`src/rtl/sieve_prime_root_setup_assert.svh`:
```
// assertion macros for the sieve prime root setup block
`ifndef SIEVE_PRIME_ROOT_SETUP_ASSERT_SVH
`define SIEVE_PRIME_ROOT_SETUP_ASSERT_SVH

// same-cycle implication, checked on clk, off while reset is held
`define SPRS_ASSERT_IMP(label, ante, cons, msg) \
	label: assert property (@(posedge clk) disable iff (!arst_n) (ante) |-> (cons)) \
		else $error(msg);

// next-cycle implication, checked on clk, off while reset is held
`define SPRS_ASSERT_NXT(label, ante, cons, msg) \
	label: assert property (@(posedge clk) disable iff (!arst_n) (ante) |=> (cons)) \
		else $error(msg);

`endif

```
`src/rtl/sprs_pkg.sv`:
```
// constants and types for the sieve prime root setup block
`default_nettype none
package sprs_pkg;
	localparam int PRIME_BITS_DEF = 32;
	localparam int FIELD_W = 32;
	localparam int LIMIT_W = 64;
	localparam int CFG_W = 64;
	localparam int IN_TDATA_W = 32;
	localparam int OUT_TDATA_W = 72;
	localparam int CNT_W = 6;

	localparam logic [31:0] PROD_N_RST = 32'd210;

	// register indexes of the configuration port
	localparam logic REG_PROD_N = 1'b0;
	localparam logic REG_LOW_LIMIT = 1'b1;

	typedef enum logic [6:0] {
		ST_IDLE = 7'b0000001,
		ST_OFFS = 7'b0000010,
		ST_PMOD = 7'b0000100,
		ST_CHECK = 7'b0001000,
		ST_DIV = 7'b0010000,
		ST_FIN = 7'b0100000,
		ST_HOLD = 7'b1000000
	} state_t;
endpackage
`default_nettype wire

```
`src/rtl/sieve_prime_root_setup.sv`:
```
// Per-prime sieve setup: for each prime p, root = p - inverse(prod_n) mod p by the extended
// Euclidean algorithm, start_offset = (low_limit + 1) mod p, and no_inverse when prod_n has
// no inverse mod p (root is then 0). All arithmetic goes through one restoring divide step
// (compare, subtract, shift) that handles one quotient bit per cycle, with a signed
// multiply-accumulate of the quotient folded in by Horner steps. An item runs through the
// offset reduction of low_limit + 1, the reduction of prod_n mod p, then a check and a
// division for each Euclid step (at most about 1.44 * PRIME_BITS of them), and a final
// state; primes 0 and 1 go straight to the final state. A finished item waits there until
// the output register drains. The input is not ready while an item is at work.
// A finished result sits in an output register while the next item is taken.
`default_nettype none
`include "sieve_prime_root_setup_assert.svh"
module sieve_prime_root_setup
	import sprs_pkg::*;
#(
	parameter int PRIME_BITS = PRIME_BITS_DEF
) (
	input wire logic clk,
	input wire logic arst_n,
	input wire logic cfg_we,
	input wire logic cfg_index,
	input wire logic [CFG_W-1:0] cfg_wdata,
	input wire logic s_tvalid,
	output logic s_tready,
	input wire logic [IN_TDATA_W-1:0] s_tdata, // [31:0] prime
	output logic m_tvalid,
	input wire logic m_tready,
	output logic [OUT_TDATA_W-1:0] m_tdata // [31:0] root, [63:32] start_offset, [64] no_inverse
);
	localparam int TW = PRIME_BITS + 2;

	state_t state_q;
	logic [FIELD_W-1:0] prod_n_q;
	logic [LIMIT_W-1:0] low_limit_q;
	logic [PRIME_BITS-1:0] p_q, r0_q, r1_q, rem_q, start_q;
	logic [LIMIT_W-1:0] num_q;
	logic [CNT_W-1:0] cnt_q;
	logic signed [TW-1:0] t0_q, t1_q, tacc_q;
	logic out_valid_q, out_flag_q;
	logic [FIELD_W-1:0] out_root_q, out_start_q;

	logic [PRIME_BITS-1:0] divisor, rem_nx, p_in;
	logic [PRIME_BITS:0] rem_sh;
	logic take, last, out_free, no_inv;
	logic signed [TW-1:0] tacc_nx, root_w;

	// configuration registers
	always_ff @(posedge clk or negedge arst_n) begin
		if (!arst_n) begin
			prod_n_q <= PROD_N_RST;
			low_limit_q <= '0;
		end else if (cfg_we) begin
			case (cfg_index)
				REG_PROD_N: prod_n_q <= cfg_wdata[FIELD_W-1:0];
				REG_LOW_LIMIT: low_limit_q <= cfg_wdata;
				default: ;
			endcase
		end
	end

	assign p_in = s_tdata[PRIME_BITS-1:0];
	assign s_tready = (state_q == ST_IDLE);
	assign out_free = !out_valid_q || m_tready;

	// shared divide step: one quotient bit per cycle
	always_comb begin
		divisor = (state_q == ST_DIV) ? r1_q : p_q;
		rem_sh = {rem_q, num_q[LIMIT_W-1]};
		take = rem_sh >= {1'b0, divisor};
		rem_nx = take ? PRIME_BITS'(rem_sh - {1'b0, divisor}) : rem_sh[PRIME_BITS-1:0];
		tacc_nx = (tacc_q <<< 1) + (take ? t1_q : TW'(0));
		last = (cnt_q == '0);
	end

	// final root from the Bezout coefficient left in t0
	always_comb begin
		no_inv = (r0_q != PRIME_BITS'(1));
		if (t0_q[TW-1]) begin
			root_w = -t0_q;
		end else begin
			root_w = $signed({2'b00, p_q}) - t0_q;
		end
	end

	always_ff @(posedge clk or negedge arst_n) begin
		if (!arst_n) begin
			state_q <= ST_IDLE;
			out_valid_q <= 1'b0;
		end else begin
			if (state_q == ST_FIN && out_free) begin
				out_valid_q <= 1'b1;
			end else if (m_tready) begin
				out_valid_q <= 1'b0;
			end
			case (state_q)
				ST_IDLE: begin
					if (s_tvalid) begin
						state_q <= (p_in < PRIME_BITS'(2)) ? ST_FIN : ST_OFFS;
					end
				end
				ST_OFFS: begin
					if (last) begin
						state_q <= ST_PMOD;
					end
				end
				ST_PMOD: begin
					if (last) begin
						state_q <= ST_CHECK;
					end
				end
				ST_CHECK: begin
					state_q <= (r1_q == '0) ? ST_FIN : ST_DIV;
				end
				ST_DIV: begin
					if (last) begin
						state_q <= ST_CHECK;
					end
				end
				ST_FIN: begin
					if (out_free) begin
						state_q <= ST_IDLE;
					end
				end
				ST_HOLD: state_q <= ST_IDLE;
				default: state_q <= ST_IDLE;
			endcase
		end
	end

	// datapath registers
	always_ff @(posedge clk) begin
		case (state_q)
			ST_IDLE: begin
				p_q <= p_in;
				num_q <= low_limit_q + LIMIT_W'(1);
				rem_q <= '0;
				cnt_q <= CNT_W'(LIMIT_W - 1);
				// degenerate prime: r0 of zero forces no_inverse
				r0_q <= '0;
				start_q <= '0;
				t0_q <= '0;
			end
			ST_OFFS: begin
				if (last) begin
					start_q <= rem_nx;
					num_q <= {prod_n_q, (LIMIT_W - FIELD_W)'(0)};
					rem_q <= '0;
					cnt_q <= CNT_W'(FIELD_W - 1);
				end else begin
					num_q <= num_q << 1;
					rem_q <= rem_nx;
					cnt_q <= cnt_q - CNT_W'(1);
				end
			end
			ST_PMOD: begin
				num_q <= num_q << 1;
				rem_q <= rem_nx;
				cnt_q <= cnt_q - CNT_W'(1);
				if (last) begin
					r0_q <= p_q;
					r1_q <= rem_nx;
					t0_q <= '0;
					t1_q <= TW'(1);
				end
			end
			ST_CHECK: begin
				num_q <= {r0_q, (LIMIT_W - PRIME_BITS)'(0)};
				rem_q <= '0;
				tacc_q <= '0;
				cnt_q <= CNT_W'(PRIME_BITS - 1);
			end
			ST_DIV: begin
				num_q <= num_q << 1;
				rem_q <= rem_nx;
				tacc_q <= tacc_nx;
				cnt_q <= cnt_q - CNT_W'(1);
				if (last) begin
					r0_q <= r1_q;
					r1_q <= rem_nx;
					t0_q <= t1_q;
					t1_q <= t0_q - tacc_nx;
				end
			end
			ST_FIN: begin
				if (out_free) begin
					out_flag_q <= no_inv;
					out_root_q <= no_inv ? '0 : FIELD_W'(root_w[PRIME_BITS-1:0]);
					out_start_q <= FIELD_W'(start_q);
				end
			end
			default: ;
		endcase
	end

	assign m_tvalid = out_valid_q;
	assign m_tdata = {(OUT_TDATA_W - 2 * FIELD_W - 1)'(0), out_flag_q, out_start_q, out_root_q};

	`SPRS_ASSERT_NXT(a_busy_after_accept, s_tvalid && s_tready, !s_tready,
		"input still ready after an item was taken")
	`SPRS_ASSERT_IMP(a_div_nonzero, state_q == ST_DIV, r1_q != '0,
		"euclid division by zero")
	`SPRS_ASSERT_IMP(a_rem_below_div,
		state_q == ST_OFFS || state_q == ST_PMOD || state_q == ST_DIV, rem_q < divisor,
		"partial remainder not below divisor")
	`SPRS_ASSERT_NXT(a_result_posted, state_q == ST_FIN && out_free, m_tvalid,
		"finished item not posted to the output")
endmodule
`default_nettype wire
```
`config.mk`:
```
export PLATFORM = sky130hd
export DESIGN_NAME = sieve_prime_root_setup
export DESIGN_NICKNAME = d
export VERILOG_FILES = /design/src/rtl/sprs_pkg.sv /design/src/rtl/sieve_prime_root_setup.sv
export VERILOG_INCLUDE_DIRS = /design/src /design/src/rtl
export SDC_FILE = /design/constraint.sdc
export NUM_CORES = 1
export LEC_CHECK = 0
export BUFFER_PORTS_ARGS = -buffer_cell sky130_fd_sc_hd__buf_2
export CAP_MARGIN = 20
export CELL_PAD_IN_SITES_DETAIL_PLACEMENT = 2
export CELL_PAD_IN_SITES_GLOBAL_PLACEMENT = 2
export CORE_MARGIN = 5
export CORE_UTILIZATION = 42
export DETAILED_ROUTE_END_ITERATION = 10
export PLACE_DENSITY = 0.8
export SYNTH_ARGS = -nofsm -noshare
export SYNTH_HDL_FRONTEND = slang
export SYNTH_SLANG_ARGS = --single-unit
export TNS_END_PERCENT = 50
```
`constraint.sdc`:
```
create_clock -name clk -period 11.4 [get_ports clk]
set_input_delay 0 -clock clk [delete_from_list [all_inputs] [get_ports clk]]
set_output_delay 0 -clock clk [all_outputs]
set_load 0.02 [all_outputs]
```
==> Word level (Yosys, flattened, before mapping) <==
Cells that the tools add are included.
{ "totals": {"ff_bits": 500, "word_cells": 93, "inputBits": 102} }
{ "classes": {"eq_ne": 13, "mux": 31, "magnitude_cmp": 2, "reduce_logical": 22, "bitwise": 1, "add_sub_neg": 7} }
{ "ops": {"columns": ["operator", "count"], "rows": [
  ["$pmux 64 s4", 1],
  ["$mux 32", 7],
  ["$pmux 32 s3", 2],
  ["$mux 34", 5],
  ["$pmux 34 s3", 1],
  ["$pmux 34 s2", 1],
  ["$pmux 33 s2", 1],
  ["$add 64x1->64 const B", 1],
  ["$mux 64", 1],
  ["$pmux 32 s2", 1],
  ["$sub 32x32->32", 2],
  ["$pmux 7 s5", 1],
  ["$add 34x34->34", 1],
  ["$sub 34x34->34", 1],
  ["$ge 33x32->1", 1],
  ["$logic_not 32->1", 1],
  ["$lt 32x2->1 const B", 1],
  ["$ne 32x1->1 const B", 1],
  ["$neg 32->32", 1],
  ["$mux 7", 4],
  ["$pmux 6 s4", 1],
  ["$mux 6", 3],
  ["$ne 2x2->1 const B", 5],
  ["$reduce_and 2->1", 5],
  ["other kinds (20)", 27]
]} }

==> Longest topological paths before layout <==
Gate-level depths: netlist of the first run.
{ "depth": {"word_depth": 8, "depth_mapped": 43, "depth_no_buf": 38} }

==> Least setup slack after synthesis of the first run <==
Ideal clock, no wire load.
{ "synth_path": {"kind": "reg2reg", "from": "reg state_q[1]", "to": "reg t1_q[33] (data pin)", "arrival_ps": 8467, "n_path_buf": 6, "t_required_ps": 11124, "path_slack_ps": 2657, "setup_time_ps": 276, "path_stages_with_launch": 41, "cell_sequence": "dfrtp_1 > nor4_1 > and3b_1 > clkbuf_1 > clkbuf_1 > buf_1 > mux2i_1 > ha_1 > nand3_1 > a211oi_2 > nor4_2 > o31ai_4 > nand3b_1 > a31o_2 > or2_1 > a31oi_2 > buf_6 > clkbuf_1 > [5 not listed] > a311o_1 > a31o_2 > a21o_1 > a21oi_1 > o21ai_0 > xnor2_1 > ha_1 > clkbuf_1 > nand2_1 > nor2_1 > a211oi_1 > o21ai_0 > a311o_1 > o31a_1 > a31oi_1 > a21oi_1 > nor3_1 > nor3b_1"} }
{ "synth_between": {"elab_chain_len": 8} }
{ "synth_rtl": {"columns": ["element", "line", "text"], "rows": [
  ["from (decl)", "sieve_prime_root_setup.sv:32", "state_t state_q;"],
  ["from (signal assigned)", "sieve_prime_root_setup.sv:98", "state_q <= (p_in < PRIME_BITS'(2)) ? ST_FIN : ST_OFFS;"],
  ["from (signal assigned)", "sieve_prime_root_setup.sv:112", "state_q <= (r1_q == '0) ? ST_FIN : ST_DIV;"],
  ["$eq 7x5->1", "sieve_prime_root_setup.sv:67, sieve_prime_root_setup.sv:132", null],
  ["$mux 32", "sieve_prime_root_setup.sv:67", "divisor = (state_q == ST_DIV) ? r1_q : p_q;"],
  ["$ge 33x32->1", "sieve_prime_root_setup.sv:69", "take = rem_sh >= {1'b0, divisor};"],
  ["$mux 34", "sieve_prime_root_setup.sv:71", "tacc_nx = (tacc_q <<< 1) + (take ? t1_q : TW'(0));"],
  ["$add 34x34->34", "sieve_prime_root_setup.sv:71", null],
  ["$sub 34x34->34", "sieve_prime_root_setup.sv:181", "t1_q <= t0_q - tacc_nx;"],
  ["$mux 34", "sieve_prime_root_setup.sv:177", "if (last) begin"],
  ["$pmux 34 s2 (*)", "sieve_prime_root_setup.sv:132", "case (state_q)"],
  ["to (signal assigned)", "sieve_prime_root_setup.sv:181", null],
  ["to (decl)", "sieve_prime_root_setup.sv:38", "logic signed [TW-1:0] t0_q, t1_q, tacc_q;"]
]} }
Mark *: on every way between the ends. The rest lies on a longest branch, timed or not. The select of a mux whose other input is x is not followed.
A chain may end at the register's enable or synchronous reset.

==> Worst setup path in the final report of the first run <==
Ends and elaborated chain as after synthesis.

==> results_dict.tcl, run 1 <==
set metrics [dict create \
    critical_path.startpoint_type "register" \
    cts_tree "yes" \
    die_width_um 267 \
    fin_skew_ps 44.5 \
    max_stage_delay_ps 630 \
    critPathCaptureType "register" \
    hold_path_startpoint "s_tdata[30]" \
    share_of_flip_flops_with_an_asynchronous_set_or_reset_after_synthesis_pct 20.6 \
    grt_pass1_wl_mm 158 \
    worst_r2r_startpoint "state_q[1]" \
    htreeDepth 2 \
    primary_ff_master_synth "sky130_fd_sc_hd__edfxtp_1" \
    final.period_utilization_pct 94.1 \
    synth_seq_area_share_pct 52.2 \
    vias_per_cell 5.98 \
    grt_start_max_net_pins 68 \
    report.final.hold_viol_count 0 \
    timing.critical_path.slowest_stage_cell "sky130_fd_sc_hd__nor4_1" \
    max_slew.worst_pin.slew_ps 1070 \
    clock-sinks 499 \
    post-route-min-period_ps 10730 \
    worst_setup_hold_path_clk_slew_ps 70 \
    fin_tns_setup_ps 0 \
    finalWirelength_mm 106 \
    dominant_delay_contributor_by_cell_family_on_the_critical_path "compound AO/OA/AOI/OAI gates" \
    worstPathMaxFanout 29 \
    die_y_um 267 \
    timing.hold.worst.class "input port to register" \
    global_route_congestion_overflow_total 0 \
    drt_iter0_markers 1915 \
    io_buffers 168 \
    synth_cells 2486 \
    dr_vias 21889 \
    num_io_pins 176 \
    grt_antenna_before_repair 1 \
    drc_errors 0 \
    count_of_max_cap_constraint_violations 0 \
    fmax_mhz 93.2 \
    detail_route.first_pass.iterations 8 \
    crit_path_start "state_q[1]" \
    count_of_state_elements_after_synthesis 499 \
    critical_setup_path_class "register to register" \
    grt_usage_pct 29.0 \
    arrival_time_at_the_worst_endpoint_ps 11080 \
    grt_setup_unrepaired "false" \
    layout-drive-gt1-share_pct 15.5 \
    cts.root.buffer_cell "sky130_fd_sc_hd__clkbuf_16" \
    coreArea_mm2 0.0656 \
    num_rows 94 \
    slew_violations 0 \
    final_antenna_net_count 0 \
    first_global_vias 24486 \
    synth_edf_count 396 \
    cts_repair_resize_count 0 \
    cp_num_buf_inv 1 \
    outcome "completed" \
    num-nets-final 2983 \
    synthesis.area_mm2 0.0277 \
    maximum_count_of_clock_buffers_along_a_single_path 3 \
    place.gp.congestion 0.894 \
    dieArea_mm2 0.0712 \
    numCtsBuffers 57 \
    path_common_cell "sky130_fd_sc_hd__a21oi_1" \
    worst_skew_pair.late_latency_ps 670 \
    ys_warn_count 0 \
    synthesis.area_per_instance_um2 11.1 \
    synth_cell_types 89 \
    detailed_place_hpwl_mm 70.8 \
    flow.area_growth_from_synthesis_pct 17.6 \
    floorplan.initialDensity_pct 42.2 \
    setup_violations 0 \
    slew_headroom_pct 28.4 \
    cp.required_ps 11750 \
    route.detailed.wl_per_inst_um 29.0 \
]
## cells in the mapped netlist (7+ instances only)
master	n	share of area, %
sky130_fd_sc_hd__a211oi_1	21	0.57
sky130_fd_sc_hd__a21o_1	49	1.3
sky130_fd_sc_hd__a21oi_1	117	2.1
sky130_fd_sc_hd__a222oi_1	31	1.1
sky130_fd_sc_hd__a22o_1	37	1.2
sky130_fd_sc_hd__a31oi_1	19	0.43
sky130_fd_sc_hd__and2_1	77	1.7
sky130_fd_sc_hd__and3_1	18	0.41
sky130_fd_sc_hd__and4_1	8	0.25
sky130_fd_sc_hd__buf_1	12	0.16
sky130_fd_sc_hd__buf_4	10	0.27
sky130_fd_sc_hd__clkbuf_1	71	0.96
sky130_fd_sc_hd__dfrtp_1	98	8.8
sky130_fd_sc_hd__edfxtp_1	396	43
sky130_fd_sc_hd__ha_1	131	5.9
sky130_fd_sc_hd__inv_1	112	1.5
sky130_fd_sc_hd__mux2_2	98	4.0
sky130_fd_sc_hd__mux2i_1	62	2.2
sky130_fd_sc_hd__nand2_1	155	2.1
sky130_fd_sc_hd__nand2b_1	20	0.45
sky130_fd_sc_hd__nand3_1	47	0.85
sky130_fd_sc_hd__nand4_1	27	0.61
sky130_fd_sc_hd__nor2_1	274	3.7
sky130_fd_sc_hd__nor2b_1	18	0.41
sky130_fd_sc_hd__nor3_1	33	0.60
sky130_fd_sc_hd__nor4_1	35	0.79
sky130_fd_sc_hd__o21a_1	20	0.54
sky130_fd_sc_hd__o21ai_0	118	2.1
sky130_fd_sc_hd__o21ai_1	10	0.18
sky130_fd_sc_hd__o21bai_1	17	0.46
sky130_fd_sc_hd__o31ai_1	7	0.19
sky130_fd_sc_hd__or2_2	9	0.20
sky130_fd_sc_hd__or3_1	11	0.25
sky130_fd_sc_hd__xnor2_1	118	3.7
sky130_fd_sc_hd__xor2_1	75	2.4
## timing repair
action	4_1_cts	5_1_grt
hold buffers	101	0
endpoints found under the hold margin	181	0
endpoints found under the setup margin	0	0
buffers inserted	0	0
## path summary, 6_finish.rpt
kind | end | slack [ps] | cells past startpoint
hold / removal | p_q[30] | 90 | 2
max in group asynchronous | low_limit_q[41] | 10080 | 4
setup / recovery | t1_q[33] | 670 | 35
hold reg to reg | out_start_q[19] | 410 | 0
setup reg to reg | t1_q[33] | 670 | 35
min in group asynchronous | prod_n_q[6] | 520 | 3
## sequential cells by signal, summed over array words and instances, names as in the netlist
| signal | cells |
|---|---|
| cnt_q | 6 |
| low_limit_q | 64 |
| m_tvalid | 1 |
| num_q | 64 |
| out_flag_q | 1 |
| out_root_q | 32 |
| out_start_q | 32 |
| p_q | 32 |
| prod_n_q | 32 |
| r0_q | 32 |
| r1_q | 32 |
| rem_q | 32 |
| start_q | 32 |
| state_q | 6 |
| t0_q | 34 |
| t1_q | 34 |
| tacc_q | 33 |
## cells by family (layout without fill, tap and decap cells)
logic type | after synthesis | after routing | share of synthesized area, %
and+or+nand+nor | 765 | 765 | 13.5
AOI/OAI and AO/OA | 521 | 521 | 12.6
DFF | 499 | 499 | 52.2
buffers and inverters | 212 | 514 | 3.10
xor gates and xnor gates | 193 | 193 | 6.10
muxes | 160 | 160 | 6.22
adders and majority gates | 135 | 135 | 6.20
other | 1 | 8 | 0.0135
## worst register-to-register path: cells and delay by family (launching register included)
family,cells,cell delay (ps)
buffers and inverters,1,510
multiplexers,1,180
AND/OR/NAND/NOR,10,2570
adder cells (fa/ha/maj),3,1030
AO/OA/AOI/OAI,19,5450
XOR/XNOR,1,240
flip-flops,1,440
## routing by layer
metal  part of all wire (%)  vias to the layer above  track usage (%)
met4                    3.7                        4             9.69
li1                       -                     9680                -
met2                     51                      695             52.3
met5                  0.025                        -                0
met3                    4.5                      204             4.18
met1                     41                    11306             35.6
## through the flow
| step | worst slack (ps) | cell area [um^2] | hold slack, ps | cells | utilization (%) |
|---|---|---|---|---|---|
| finish | 672 | 32600 | 92.1 | 3659 | 49.7 |
| floorplan | 2660 | 27700 | -296 | 2492 | - |
| CTS | 826 | 32600 | 28.8 | 3657 | 49.6 |
| detailed placement | 1120 | 29500 | 76.3 | 3449 | 45.0 |
| global placement | 1910 | 29500 | 61.3 | 3449 | 45.0 |
| global route | 134 | 32600 | 79.9 | 3658 | 49.7 |
## final cells by class
| class | instances | area, um^2 |
|---|---|---|
| Fill cell | 6557 | 33000 |
| Sequential cell | 499 | 14500 |
| Multi-Input combinational cell | 1781 | 12500 |
| Timing Repair Buffer | 294 | 2070 |
| Clock buffer | 77 | 1650 |
| Tap cell | 864 | 1080 |
| Inverter | 113 | 424 |
| Clock inverter | 30 | 395 |
| Antenna cell | 1 | 2.50 |
## placed cells by master, fill, tap and decap left out, drive strengths merged, types with 100 or more instances in the layout
cell,count
ha,131
dlygate4sd3,100
edfxtp,396
inv,114
o21ai,129
a21oi,117
xnor2,118
buf,194
nor2,275
nand2,155
Power of run 1 is not shown: default switching activity piles up to over one toggle a cycle in this logic, so the estimate is an artifact.
==> run 2: changes to the inputs <==
--- a/config.mk
+++ b/config.mk
@@ -10,6 +10,7 @@
 export CAP_MARGIN = 20
 export CELL_PAD_IN_SITES_DETAIL_PLACEMENT = 2
 export CELL_PAD_IN_SITES_GLOBAL_PLACEMENT = 2
+export CORE_ASPECT_RATIO = 2
 export CORE_MARGIN = 5
 export CORE_UTILIZATION = 42
 export DETAILED_ROUTE_END_ITERATION = 10
==> run 2 against run 1 <==
  * Hold slack better by 31 ps
  * Non-clock buffer count up 8
  * Die area up 0.44%
  * Register-to-register slack worse by 80 ps
  * Final cell count barely moved
  * Clock skew down 22 ps
  * Sequential share of layout area grew 0.55 points
  * Maximum frequency decreased by 0.77%
  * Via count fell by 0.61%
==> results_dict.tcl, run 2 (synthesis gave the netlist of run 1 again) <==
set metrics [dict create \
    die_y_um 373 \
    setup_ws_ps 589 \
    cts_tree "yes" \
    place.gp.congestion 0.889 \
    grt_usage_pct 28.6 \
    detailed_place_hpwl_mm 73.9 \
    final.period_utilization_pct 94.8 \
    critical_path.startpoint_type "register" \
    layout.cells.most_common_list "sky130_fd_sc_hd__edfxtp_1, sky130_fd_sc_hd__nor2_1, sky130_fd_sc_hd__buf_2, sky130_fd_sc_hd__nand2_1, sky130_fd_sc_hd__ha_1" \
    drc_errors 0 \
    first_global_vias 24903 \
    timing.critical_path.slowest_stage_cell "sky130_fd_sc_hd__nor4_1" \
    grt_setup_unrepaired "false" \
    multiInputGateArea_mm2 0.0125 \
    critical_setup_path_class "register to register" \
    vias_per_cell 5.94 \
    io_buffers 168 \
    numCtsBuffers 47 \
    cellLeakagePower_nw 12.2 \
    setup_violations 0 \
    fmax_mhz 92.5 \
    num_io_pins 176 \
    clock-sinks 499 \
    arrival_time_at_the_worst_endpoint_ps 11140 \
    fin_tns_setup_ps 0 \
    hold_path_end "p_q[4]" \
    maximum_count_of_clock_buffers_along_a_single_path 3 \
    cp.required_ps 11730 \
    timing.hold.worst.class "input port to register" \
    nFillCells 6635 \
    swShare_pct 47.7 \
    slew_headroom_pct 20.4 \
    worst_skew_pair.late_latency_ps 610 \
    final_antenna_net_count 0 \
    ir_drop_uv 267 \
    drt_iter0_markers 1431 \
    placement.setup.worst_slack_ps 748 \
    dr_vias 21756 \
    switchingPower_mw 5.75 \
    htreeDepth 2 \
    proportion_of_power_drawn_by_combinational_gates_pct 60.4 \
    worst_r2r_endpoint "t1_q[33]" \
    grt_antenna_before_repair 4 \
    max_slew.worst_pin.slew_ps 1180 \
    regToRegSetupSlack_ps 590 \
    max_stage_delay_ps 840 \
    layout-drive-gt1-share_pct 15.3 \
    num-nets-final 2982 \
    hold_path_startpoint "s_tdata[4]" \
    timing.hold.worst_path_depth 2 \
    layout_commonest_cell "sky130_fd_sc_hd__edfxtp_1" \
    sequentialPowerShare_pct 25.8 \
    coreArea_mm2 0.0656 \
    worst_setup_hold_path_clk_slew_ps 70 \
    detail_route.first_pass.iterations 6 \
    r2r_cells 33 \
    critPathCaptureType "register" \
    num_rows 133 \
    worstPathMaxFanout 41 \
    power.share.clock_pct 13.8 \
    p_per_area_mw_per_mm2 374 \
    fin_skew_ps 22.7 \
    route.detailed.wl_per_inst_um 28.8 \
    grt_start_max_net_pins 73 \
    flow.area_growth_from_synthesis_pct 16.2 \
    regArea_mm2 0.0145 \
    cts.root.buffer_cell "sky130_fd_sc_hd__clkbuf_16" \
    internal_power_mw 6.31 \
    path_common_cell "sky130_fd_sc_hd__a21oi_1" \
    die_width_um 192 \
    outcome "completed" \
    grt_pass1_wl_mm 154 \
    floorplan.initialDensity_pct 42.3 \
    count_of_max_cap_constraint_violations 0 \
    worst_r2r_startpoint "state_q[3]" \
    biggestRegsByFlops "low_limit_q: 64 flops, num_q: 64 flops" \
    report.final.hold_viol_count 0 \
    global_route_congestion_overflow_total 0 \
    dieArea_mm2 0.0715 \
    slew_violations 0 \
    finalWirelength_mm 105 \
    post-route-min-period_ps 10810 \
]
## run 2: power by group through the flow
stage | Clock (mW) | Sequential (mW) | Combinational (mW)
after floorplan | 0 | 2.94 | 5.08
after global placement | 0 | 3.06 | 6.72
after detailed placement | 0 | 3.10 | 7.13
after CTS | 1.67 | 3.08 | 7.24
after global routing | 1.76 | 3.13 | 7.89
final | 1.67 | 3.11 | 7.28
## run 2: final cells by class
cell class | instances | area share [%]
Inverter | 113 | 1.32
Timing Repair Buffer | 302 | 6.60
Sequential cell | 499 | 45.0
Antenna cell | 3 | 0.0233
Clock buffer | 63 | 4.06
Clock inverter | 23 | 0.727
Tap cell | 877 | 3.41
Multi-Input combinational cell | 1782 | 38.9
## run 2: per-stage QoR
step | hold WS, ps | utilization [%] | area (um^2) | total power, mW | instances
floorplan | -296 | - | 27700 | 8.02 | 2492
global placement | -35.5 | 45.1 | 29600 | 9.78 | 3470
detailed placement | -24.3 | 45.1 | 29600 | 10.2 | 3470
CTS | 82.2 | 49.0 | 32100 | 12.0 | 3657
global route | 119 | 49.1 | 32200 | 12.8 | 3661
finish | 123 | 49.1 | 32200 | 12.1 | 3662
## run 2: critical path: cells and delay by family, from the launching register on
family | cells | cell delay [ps]
flops | 1 | 460
mux | 1 | 160
xor+xnor | 1 | 220
compound gates | 15 | 4350
buf+inv | 1 | 570
fa+ha+maj | 3 | 1070
simple gates | 12 | 3620
## run 2: worst max-delay path by stage
| stage | start | to | slack, ps | cells past startpoint |
|---|---|---|---|---|
| after floorplan | state_q[1] | t1_q[33] | 2660 | 40 |
| after global placement | state_q[1] | t1_q[33] | 1190 | 34 |
| after detailed placement | state_q[1] | t1_q[33] | 750 | 33 |
| after CTS | state_q[3] | t1_q[33] | 520 | 33 |
| after global routing | state_q[1] | t1_q[33] | 270 | 33 |
| final | state_q[3] | t1_q[33] | 590 | 33 |
## run 2: repair_timing
action | CTS | global route
endpoints found under the hold margin | 162 | 0
setup buffers | 0 | 0
endpoints found under the setup margin | 0 | 1
gates resized for setup | 0 | 2
hold buffers | 101 | 0
## run 2: metal layers
layer | wire, um | part of all wire (%) | up-vias | track usage [%]
met4 | 8530 | 8.1 | 2 | 18.8
li1 | - | - | 9653 | -
met5 | 12 | 0.011 | - | 0
met3 | 4090 | 3.9 | 314 | 3.10
met2 | 56800 | 54 | 714 | 54.4
met1 | 35900 | 34 | 11073 | 28.6
(Power assumes the default switching activity.)
==> run 3: changes to the inputs <==
--- a/config.mk
+++ b/config.mk
@@ -12,9 +12,9 @@
 export CELL_PAD_IN_SITES_GLOBAL_PLACEMENT = 2
 export CORE_ASPECT_RATIO = 2
 export CORE_MARGIN = 5
-export CORE_UTILIZATION = 42
+export CORE_UTILIZATION = 35
 export DETAILED_ROUTE_END_ITERATION = 10
-export PLACE_DENSITY = 0.8
+export PLACE_DENSITY = 0.69
 export SYNTH_ARGS = -nofsm -noshare
 export SYNTH_HDL_FRONTEND = slang
 export SYNTH_SLANG_ARGS = --single-unit
==> run 3 against run 2 <==
  * Clock power is essentially flat
  * Design area grew 0.70%
  * Utilization shrank 8.0 points
  * Wire length shrank 5.1%
  * Die area grew 19%
  * Largest cell class unchanged
  * Largest power group unchanged
  * First-iteration DRC count shrank 31%
  * Sequential power is essentially flat
  * Setup slack gained 450 ps
==> results_dict.tcl, run 3 (synthesis gave the netlist of run 1 again) <==
set metrics [dict create \
    outcome "completed" \
    timing.hold.worst_path_depth 2 \
    worst_skew_pair.late_latency_ps 620 \
    htreeDepth 2 \
    biggestRegsByFlops "low_limit_q: 64 flops, num_q: 64 flops" \
    place.gp.congestion 0.923 \
    count_of_max_cap_constraint_violations 0 \
    fmax_mhz 96.5 \
    cts.root.buffer_cell "sky130_fd_sc_hd__clkbuf_16" \
    dpl-instance-area_mm2 0.0298 \
    grt_pass1_wl_mm 150 \
    instances_no_fill 3828 \
    crit_path_start "state_q[1]" \
    internal_power_mw 6.29 \
    max_stage_delay_ps 900 \
    p_per_area_mw_per_mm2 367 \
    layout.cells.most_common_list "sky130_fd_sc_hd__edfxtp_1, sky130_fd_sc_hd__nor2_1, sky130_fd_sc_hd__buf_2, sky130_fd_sc_hd__nand2_1, sky130_fd_sc_hd__ha_1" \
    timing.critical_path.slowest_stage_cell "sky130_fd_sc_hd__nor4_1" \
    clock-sinks 499 \
    grt_start_max_net_pins 73 \
    cp.required_ps 11720 \
    setup_violations 0 \
    first_global_vias 24400 \
    worst_r2r_endpoint "t1_q[33]" \
    hold_path_end "p_q[0]" \
    fin_skew_ps 19.0 \
    layout_commonest_cell "sky130_fd_sc_hd__edfxtp_1" \
    io_buffers 168 \
    cts_tree "yes" \
    slew_headroom_pct 26.4 \
    placedCellCount 3632 \
    route.detailed.wl_per_inst_um 26.1 \
    dr_vias 21049 \
    regToRegSetupSlack_ps 1030 \
    nFillCells 8182 \
    total_power_mw 11.9 \
    placement.setup.worst_slack_ps 1170 \
    r2r_cells 34 \
    power.share.clock_pct 13.9 \
    dominant_delay_contributor_by_cell_family_on_the_critical_path "compound AO/OA/AOI/OAI gates" \
    finalHoldWorstSlack_ps 102 \
    post-route-cell-area_mm2 0.0324 \
    vias_per_cell 5.50 \
    detail_route.first_pass.iterations 8 \
    cp_num_buf_inv 2 \
    critical_path.startpoint_type "register" \
    maximum_count_of_clock_buffers_along_a_single_path 3 \
    critical_setup_path_class "register to register" \
    arrival_time_at_the_worst_endpoint_ps 10690 \
    final.period_utilization_pct 90.9 \
    setup_ws_ps 1030 \
    die_width_um 209 \
    final_util_pct 41.1 \
    coreArea_mm2 0.0789 \
    max_slew.worst_pin.slew_ps 1100 \
    ir_drop_uv 175 \
    layout-drive-gt1-share_pct 15.4 \
    drc_errors 0 \
    switchingPower_mw 5.63 \
    die_y_um 408 \
    final_antenna_net_count 0 \
    grt_usage_pct 22.9 \
    drt_iter0_markers 983 \
    num_rows 146 \
    proportion_of_power_drawn_by_combinational_gates_pct 60.3 \
    multiInputGateArea_mm2 0.0125 \
    num-nets-final 2986 \
    num_io_pins 176 \
    grt_antenna_before_repair 1 \
    timing.hold.worst.class "input port to register" \
    fin_tns_setup_ps 0 \
    post-route-min-period_ps 10370 \
    floorplan.initialDensity_pct 35.1 \
    sequentialPowerShare_pct 25.9 \
    regArea_mm2 0.0145 \
    swShare_pct 47.2 \
    numCtsBuffers 50 \
    report.final.hold_viol_count 0 \
    grt_setup_unrepaired "false" \
    detailed_place_hpwl_mm 75.3 \
    worstPathMaxFanout 58 \
    critPathCaptureType "register" \
    worst_r2r_startpoint "state_q[1]" \
    flow.area_growth_from_synthesis_pct 17.0 \
    path_common_cell "sky130_fd_sc_hd__a21oi_1" \
    dieArea_mm2 0.0852 \
    finalWirelength_mm 100 \
    global_route_congestion_overflow_total 0 \
    hold_path_startpoint "s_tdata[0]" \
    worst_setup_hold_path_clk_slew_ps 70 \
    cellLeakagePower_nw 12.2 \
    slew_violations 0 \
]
## run 3: cell count changes in the layout (fill, tap and decap cells not counted), sizes merged
| cell | before | now |
|---|---|---|
| inv | 112 | 113 |
| clkbuf | 63 | 64 |
| diode | 3 | 1 |
| buf | 202 | 204 |
| and3b | 3 | 2 |
| clkinvlp | 4 | 5 |
| bufinv | 4 | 2 |
| clkinv | 16 | 23 |
## run 3: how the worst max path moves through the flow
stage,to,cells after the start
2_1_floorplan,t1_q[33],40
3_3_place_gp,t1_q[32],33
3_5_place_dp,t1_q[33],34
4_1_cts,t1_q[33],34
5_1_grt,t1_q[33],34
6_report,t1_q[33],34
## run 3: metal layers
| layer | track usage, % | vias to the layer above | routed length (um) |
|---|---|---|---|
| met4 | 12.1 | 0 | 6340 |
| li1 | - | 9652 | - |
| met2 | 45.5 | 443 | 56000 |
| met1 | 22.9 | 10751 | 35200 |
| met3 | 2.17 | 203 | 2400 |
| met5 | 0 | - | 0 |
## run 3: timing repair
| item | CTS | global route |
|---|---|---|
| endpoints found under the hold margin | 179 | 0 |
| resized for setup | 0 | 0 |
| hold buffers | 101 | 0 |
| setup buffers | 0 | 0 |
## run 3: final cells by class
class,count,share of cell area [%]
sequential,499,44.6
multi-input combinational,1781,38.6
timing repair buffer,304,6.61
clock buffer,64,4.15
tap,1036,4.00
inverter,113,1.31
clock inverter,30,0.718
antenna,1,0.00772
## run 3: power groups by stage
stage          Combinational [mW]  Sequential, mW  Clock [mW]
6_report                     7.18            3.08        1.65
5_1_grt                      7.87            3.11        1.77
4_1_cts                      7.24            3.08        1.70
3_5_place_dp                 7.15            3.11           0
3_3_place_gp                 6.84            3.09           0
2_1_floorplan                5.08            2.94           0
